## src/rtl/rth_pkg.sv

```systemverilog
// ----------------------------------------------------------------------------
// rth_pkg
// Shared types and constants for the RGB to HSV pipeline.
// ----------------------------------------------------------------------------
package rth_pkg;

  localparam int unsigned ChanW        = 8;
  localparam int unsigned DivStages    = 4;  // divider pipeline stages
  localparam int unsigned StepsPerStage = 2; // restoring steps per stage

  localparam logic [ChanW-1:0] HueOfsRed   = 8'd0;
  localparam logic [ChanW-1:0] HueOfsGreen = 8'd85;
  localparam logic [ChanW-1:0] HueOfsBlue  = 8'd171;
  localparam logic [ChanW-1:0] HueSector   = 8'd43;

  // Restoring divider state: {rem, lo} shifts left one bit per step,
  // quotient bits enter lo from the bottom.
  typedef struct packed {
    logic [ChanW-1:0] rem;
    logic [ChanW-1:0] lo;
    logic [ChanW-1:0] den;
  } div_t;

  typedef struct packed {
    div_t             sat;   // 255*chroma / value
    div_t             hue;   // 43*|diff| / chroma
    logic             neg;   // hue quotient is negative
    logic [ChanW-1:0] offs;  // hue sector offset
    logic [ChanW-1:0] val;   // channel maximum
  } pix_t;

endpackage

```

## src/rtl/rth_front.sv

```systemverilog
// ----------------------------------------------------------------------------
// rth_front
// First stage: max/min, hue sector, and divider operands.
// ----------------------------------------------------------------------------
module rth_front (
  input  logic          clk_i,
  input  logic          rst_ni,
  input  logic          en_i,
  input  logic          valid_i,
  input  logic [7:0]    red_i,
  input  logic [7:0]    green_i,
  input  logic [7:0]    blue_i,
  output logic          valid_o,
  output rth_pkg::pix_t stage_o
);
  import rth_pkg::*;

  logic [ChanW-1:0]   mx, mn, chroma, mag;
  logic [ChanW:0]     num, num_abs;
  logic [ChanW-1:0]   offs;
  logic [2*ChanW-1:0] sat_dvd, hue_dvd;
  logic               valid_q;
  pix_t               stage_d, stage_q;

  always_comb begin
    mx = (red_i > green_i) ? ((red_i > blue_i) ? red_i : blue_i)
                           : ((green_i > blue_i) ? green_i : blue_i);
    mn = (red_i < green_i) ? ((red_i < blue_i) ? red_i : blue_i)
                           : ((green_i < blue_i) ? green_i : blue_i);
    chroma = mx - mn;

    // ties: red first, then green
    if (mx == red_i) begin
      offs = HueOfsRed;
      num  = {1'b0, green_i} - {1'b0, blue_i};
    end else if (mx == green_i) begin
      offs = HueOfsGreen;
      num  = {1'b0, blue_i} - {1'b0, red_i};
    end else begin
      offs = HueOfsBlue;
      num  = {1'b0, red_i} - {1'b0, green_i};
    end
    num_abs = num[ChanW] ? (~num + 1'b1) : num;
    mag     = num_abs[ChanW-1:0];

    sat_dvd = {chroma, 8'd0} - {8'd0, chroma};    // 255 * chroma
    hue_dvd = {8'd0, mag} * {8'd0, HueSector};    // 43 * |diff|

    stage_d.sat.rem = sat_dvd[2*ChanW-1:ChanW];
    stage_d.sat.lo  = sat_dvd[ChanW-1:0];
    stage_d.sat.den = mx;
    stage_d.hue.rem = hue_dvd[2*ChanW-1:ChanW];
    stage_d.hue.lo  = hue_dvd[ChanW-1:0];
    stage_d.hue.den = chroma;
    stage_d.neg     = num[ChanW];
    stage_d.offs    = offs;
    stage_d.val     = mx;
  end

  always_ff @(posedge clk_i or negedge rst_ni) begin
    if (!rst_ni) begin
      valid_q <= 1'b0;
    end else if (en_i) begin
      valid_q <= valid_i;
    end
  end

  always_ff @(posedge clk_i) begin
    if (en_i && valid_i) begin
      stage_q <= stage_d;
    end
  end

  assign valid_o = valid_q;
  assign stage_o = stage_q;

endmodule

```

## src/rtl/rth_div_stage.sv

```systemverilog
// ----------------------------------------------------------------------------
// rth_div_stage
// One divider stage: two restoring steps on both quotients.
// ----------------------------------------------------------------------------
module rth_div_stage (
  input  logic          clk_i,
  input  logic          rst_ni,
  input  logic          en_i,
  input  logic          valid_i,
  input  rth_pkg::pix_t stage_i,
  output logic          valid_o,
  output rth_pkg::pix_t stage_o
);
  import rth_pkg::*;

  function automatic div_t div_step(input div_t s);
    logic [ChanW:0] t;
    logic           ge;
    div_t           r;
    t      = {s.rem, s.lo[ChanW-1]};
    ge     = (t >= {1'b0, s.den});
    r      = s;
    r.rem  = ge ? 8'(t - {1'b0, s.den}) : t[ChanW-1:0];
    r.lo   = {s.lo[ChanW-2:0], ge};
    return r;
  endfunction

  logic valid_q;
  pix_t stage_d, stage_q;

  always_comb begin
    stage_d = stage_i;
    for (int i = 0; i < StepsPerStage; i++) begin
      stage_d.sat = div_step(stage_d.sat);
      stage_d.hue = div_step(stage_d.hue);
    end
  end

  always_ff @(posedge clk_i or negedge rst_ni) begin
    if (!rst_ni) begin
      valid_q <= 1'b0;
    end else if (en_i) begin
      valid_q <= valid_i;
    end
  end

  always_ff @(posedge clk_i) begin
    if (en_i && valid_i) begin
      stage_q <= stage_d;
    end
  end

  assign valid_o = valid_q;
  assign stage_o = stage_q;

endmodule

```

## src/rtl/rth_back.sv

```systemverilog
// ----------------------------------------------------------------------------
// rth_back
// Last stage: sign, hue offset, black and grey cases, output register.
// ----------------------------------------------------------------------------
module rth_back (
  input  logic          clk_i,
  input  logic          rst_ni,
  input  logic          en_i,
  input  logic          valid_i,
  input  rth_pkg::pix_t stage_i,
  output logic          valid_o,
  output logic [7:0]    hue_o,
  output logic [7:0]    sat_o,
  output logic [7:0]    val_o
);
  import rth_pkg::*;

  logic             valid_q;
  logic [ChanW-1:0] hue_d, sat_d, val_d, hue_q, sat_q, val_q, q_signed;

  always_comb begin
    q_signed = stage_i.neg ? (~stage_i.hue.lo + 1'b1) : stage_i.hue.lo;
    hue_d    = stage_i.offs + q_signed;
    sat_d    = stage_i.sat.lo;
    val_d    = stage_i.val;
    if (stage_i.val == '0) begin
      // black pixel
      hue_d = '0;
      sat_d = '0;
    end else if (stage_i.sat.lo == '0) begin
      // grey pixel
      hue_d = '0;
    end
  end

  always_ff @(posedge clk_i or negedge rst_ni) begin
    if (!rst_ni) begin
      valid_q <= 1'b0;
    end else if (en_i) begin
      valid_q <= valid_i;
    end
  end

  always_ff @(posedge clk_i) begin
    if (en_i && valid_i) begin
      hue_q <= hue_d;
      sat_q <= sat_d;
      val_q <= val_d;
    end
  end

  assign valid_o = valid_q;
  assign hue_o   = hue_q;
  assign sat_o   = sat_q;
  assign val_o   = val_q;

endmodule

```

## src/rtl/rgb_to_hsv_converter.sv

```systemverilog
// ----------------------------------------------------------------------------
// rgb_to_hsv_converter
// 8-bit RGB to 8-bit HSV pixel converter, fully pipelined.
// ----------------------------------------------------------------------------
// Takes one RGB pixel per clock unless the output stalls and returns hue,
// saturation and value, one result per request, in order. Stages: one front
// stage (max/min, sector pick and the two dividends), four divider stages
// (two restoring steps each on both the saturation and the hue quotient),
// and the output register. Each stage holds its own valid bit and advances
// whenever it is empty or the stage after it advances, so bubbles close up
// and a stalled output holds the pipeline without losing or repeating a
// pixel. s_axis_tready depends on m_axis_tready only when every stage holds
// a pixel.
// Value is max(R,G,B); saturation is 255*(max-min)/max truncated; hue is a
// sector offset (0 red, 85 green, 171 blue; ties favor red, then green) plus
// 43*diff/chroma truncated toward zero, modulo 256. Black gives all zeros,
// grey gives hue and saturation zero.
// ----------------------------------------------------------------------------
module rgb_to_hsv_converter (
  input  logic        clk_i,
  input  logic        rst_ni,
  input  logic        s_axis_tvalid,
  output logic        s_axis_tready,
  input  logic [23:0] s_axis_tdata,   // red [7:0], green [15:8], blue [23:16]
  output logic        m_axis_tvalid,
  input  logic        m_axis_tready,
  output logic [23:0] m_axis_tdata    // hue [7:0], saturation [15:8],
                                      // brightness [23:16]
);
  import rth_pkg::*;

  // stage 0 is the front register, 1..DivStages the divider stages
  logic             valid  [DivStages+1];
  pix_t             stage  [DivStages+1];
  logic             en     [DivStages+1];
  logic             en_back;
  logic [ChanW-1:0] hue, sat, val;

  // advance when empty or when the downstream stage advances
  assign en_back = !m_axis_tvalid || m_axis_tready;
  assign en[DivStages] = !valid[DivStages] || en_back;
  for (genvar k = 0; k < DivStages; k++) begin : g_en
    assign en[k] = !valid[k] || en[k+1];
  end
  assign s_axis_tready = en[0];

  rth_front u_front (
    .clk_i   (clk_i),
    .rst_ni  (rst_ni),
    .en_i    (en[0]),
    .valid_i (s_axis_tvalid),
    .red_i   (s_axis_tdata[7:0]),
    .green_i (s_axis_tdata[15:8]),
    .blue_i  (s_axis_tdata[23:16]),
    .valid_o (valid[0]),
    .stage_o (stage[0])
  );

  for (genvar k = 0; k < DivStages; k++) begin : g_div
    rth_div_stage u_div (
      .clk_i   (clk_i),
      .rst_ni  (rst_ni),
      .en_i    (en[k+1]),
      .valid_i (valid[k]),
      .stage_i (stage[k]),
      .valid_o (valid[k+1]),
      .stage_o (stage[k+1])
    );
  end

  rth_back u_back (
    .clk_i   (clk_i),
    .rst_ni  (rst_ni),
    .en_i    (en_back),
    .valid_i (valid[DivStages]),
    .stage_i (stage[DivStages]),
    .valid_o (m_axis_tvalid),
    .hue_o   (hue),
    .sat_o   (sat),
    .val_o   (val)
  );

  assign m_axis_tdata = {val, sat, hue};

endmodule

```

## config.mk

```make
export PLATFORM = sky130hd
export DESIGN_NAME = rgb_to_hsv_converter
export DESIGN_NICKNAME = d
export VERILOG_FILES = /design/src/rtl/rth_pkg.sv /design/src/rtl/rth_front.sv /design/src/rtl/rth_div_stage.sv /design/src/rtl/rth_back.sv /design/src/rtl/rgb_to_hsv_converter.sv
export SDC_FILE = /design/constraint.sdc
export NUM_CORES = 1
export LEC_CHECK = 0
export ABC_AREA = 1
export CAP_MARGIN = 20
export CORE_UTILIZATION = 64
export DETAILED_ROUTE_END_ITERATION = 6
export DONT_BUFFER_PORTS = 1
export PLACE_DENSITY = 0.8
export REMOVE_ABC_BUFFERS = 1
export SLEW_MARGIN = 30
export SYNTH_ARGS = -nofsm -noshare
export SYNTH_HDL_FRONTEND = slang
export SYNTH_SLANG_ARGS = --single-unit
```

## constraint.sdc

```tcl
create_clock -name clk_i -period 14.3 [get_ports clk_i]
set_clock_uncertainty 0.05 [all_clocks]
set_input_delay 0.715 -clock clk_i [delete_from_list [all_inputs] [get_ports clk_i]]
set_output_delay 0.715 -clock clk_i [all_outputs]
set_load 0.005 [all_outputs]
```

==> results.toml <==
[finish]
drive_above_1_share_pct = 6.61
num_antenna_cells = 0
final_common_cell = "nand2_1"
stdcell_count = 2450
final_cell_mix = "353 x nand2_1, 346 x inv_1, 254 x edfxtp_1"
syn_to_final_growth_pct = 6.92
nets = 2310

[setup_path]
crit_type = "primary input to flop"
cp_max_fo = 13
reg2reg_setup_slack_ns = 8.75
crit_path_end_kind = "flop"
crit_required_ns = 14.53
critPathSlowestCell = "nand2_1"
rr_worst_depth = 26
cpMostUsedCell = "inv_1"
reg2reg_to = "g_div[1].u_div.stage_o[38]$_DFFE_PP_"
max_stage_delay_ns = 0.62
crit_arrival_ns = 7.56
timing.rr.start = "g_div[0].u_div.stage_o[18]$_DFFE_PP_"
start_kind = "primary input"

[logic_synthesis]
yosysSeqAreaShare_pct = 42.3
syn_inst = 2041
synth_compound_area_share_pct = 9.77
synth_xor_area_share_pct = 5.10
synth_top_family_by_area = "simple AND/OR/NAND/NOR gates"
synth_edf_count = 254
synth_simple_gate_area_share_pct = 17.8
syn_area_mm2 = 0.0184
netlist-cell-type-count = 54
ys.warnings.count = 0
yosys-mux-area-fraction_pct = 0.245
synthArstFlopShare_pct = 2.31
synth_area_per_cell_um2 = 9.01
synthFlopType = "edfxtp_1"
ys_ff_latch = 260
synth_fa_ha_area_share_pct = 16.6

[clock_network]
cts_buffer_depth = 3
clk_pin_slew_worst_paths_ns = 0.06
cts_setup_buffers = 0
cts_max_level = 1
ctsResizeCount = 0
cts_tree = "yes"
clock_latency_ns = 0.53
root_buffer = "clkbuf_16"
cts.sinks = 260
cts_made_buffers = 26

[min_path]
hold_end = "u_front.valid_o$_DFFE_PN0N_"
hold_class = "primary input to flop"
whs_path_depth = 2
min_from = "s_axis_tvalid"

[timing]
fin_crit_sh_pct = 51.3
hold_violations = 0
worst_pin_slew_ns = 0.824
finalWorstSetupSlack_ns = 6.97
fin_setup_tns_ns = 0
maxSlewViolCount = 0
setup_violations = 0
whs_ns = 0.285
rsz0062_at_grt = "false"
timing.slew.headroom_pct = 45.0
fin_crit_ns = 7.33
max_freq_mhz = 136

[job]
maxCapViolations = 0

[routing]
ant_nets = 0
wl_per_cell_um = 16.0
dr.pass1.iters = 5
drtIter0Drc = 867
drcViolationCount = 0
wirelength_um = 39200
viasPerCell = 5.53
num_vias = 13500

[floorplanning]
core_area_mm2 = 0.0280
initial_core_util_pct = 65.6
fp-row-count = 61
die_w_um = 171
io_pins = 54
die_h_um = 171
die_area_mm2 = 0.0294

[outcome]
outcome = "complete, no violations"

[placed_design]
pre_cts_slack_ns = 6.49
dp_hpwl_um = 30700
port_buffers = 0
gp_congestion = 0.911
place_inst = 2404

[global_route]
overflow = 0
grt_pass1_vias = 13400
grt_max_degree = 52
grt_use_total_pct = 27.4
antenna_found_initial = 0
grt_pass1_wl_um = 63600
==> Yosys cell counts, drive strengths merged, types with 2 or more instances <==
cell type,n,area (µm²)
nor3,24,125
a21oi,140,708
a21boi,4,30.0
mux2,4,45.0
nor4,8,50.1
ha,199,2490
o31ai,9,67.6
xor2,67,587
o21ai,158,795
nand4,26,178
a221oi,2,17.5
inv,361,1360
or2,9,56.3
nand3b,9,67.6
o21a,4,30.0
clkbuf,14,52.6
nand2,387,1570
dfrtp,6,150
xnor2,40,350
nor2,154,636
fa,28,561
buf,7,78.8
o21bai,2,15.0
edfxtp,254,7630
nand3,98,546
o221ai,2,17.5
a31oi,7,43.8
o211ai,2,15.0
and2,5,31.3
clkinv,3,16.3
==> layout make-up <==
class,count,area [µm²]
Multi-Input combinational cell,1396,9120
Sequential cell,260,7780
Clock buffer,29,683
Fill cell,2099,8360
Tap cell,378,473
Clock inverter,16,164
Inverter,364,1380
Timing Repair Buffer,7,55.1
==> layer usage <==
layer / track usage, % / routed length, µm / vias to the layer above
li1: - / - / 6862
met1: 31.8 / 16000 / 6237
met2: 50.6 / 19800 / 346
met3: 3.82 / 1900 / 95
met4: 10.6 / 1410 / 0
met5: 0 / 0 / -
==> flip-flops by register name (all words and copies together) (netlist names) <==
register             cells
u_back.sat_o             8
g_div.u_div.stage_o    181
u_back.val_o             8
u_back.hue_o             8
u_back.valid_o           1
u_front.valid_o          1
g_div.u_div.valid_o      4
u_front.stage_o         49
==> worst max path at each step <==
stage,from,endpoint,slack (ns),cells after the start
floorplan,s_axis_tdata[19],u_front.stage_o[37]$_DFFE_PP_,7.23,47
global placement,s_axis_tdata[19],u_front.stage_o[37]$_DFFE_PP_,6.72,44
detailed placement,s_axis_tdata[23],u_front.stage_o[37]$_DFFE_PP_,6.49,44
CTS,s_axis_tdata[23],u_front.stage_o[37]$_DFFE_PP_,7.03,44
global route,s_axis_tdata[19],u_front.stage_o[37]$_DFFE_PP_,6.50,44
finish,s_axis_tdata[19],u_front.stage_o[37]$_DFFE_PP_,6.97,44
==> kinds of logic (layout without fill, tap and decap cells) <==
group | after synthesis | count (layout)
compound gates | 337 | 337
buf+inv | 385 | 416
fa+ha+maj | 227 | 227
simple gates | 721 | 721
flops | 260 | 260
mux | 4 | 4
xor+xnor | 107 | 107
==> critical path: cells and delay by family <==
| kind | cells | cell delay, ns |
|---|---|---|
| adder cells (fa/ha/maj) | 6 | 2.13 |
| AND/OR/NAND/NOR | 23 | 3.33 |
| XOR/XNOR | 1 | 0.07 |
| AO/OA/AOI/OAI | 5 | 0.78 |
| buffers and inverters | 9 | 0.52 |
==> repair_timing <==
item,in CTS,in global routing
hold buffers,1,0
endpoints found under the hold margin,6,0
setup endpoints to repair,0,0
==> stage by stage <==
step                instance area, µm²  util (%)
global route                     19700      70.2
detailed placement               18800      67.1
global placement                 18800      67.1
CTS                              19700      70.2
finish                           19700      70.2
floorplan                        18300         -
Power is left out: the tool's default activity adds up to more than one toggle a clock period on the data nets, which glitch-free logic cannot reach.
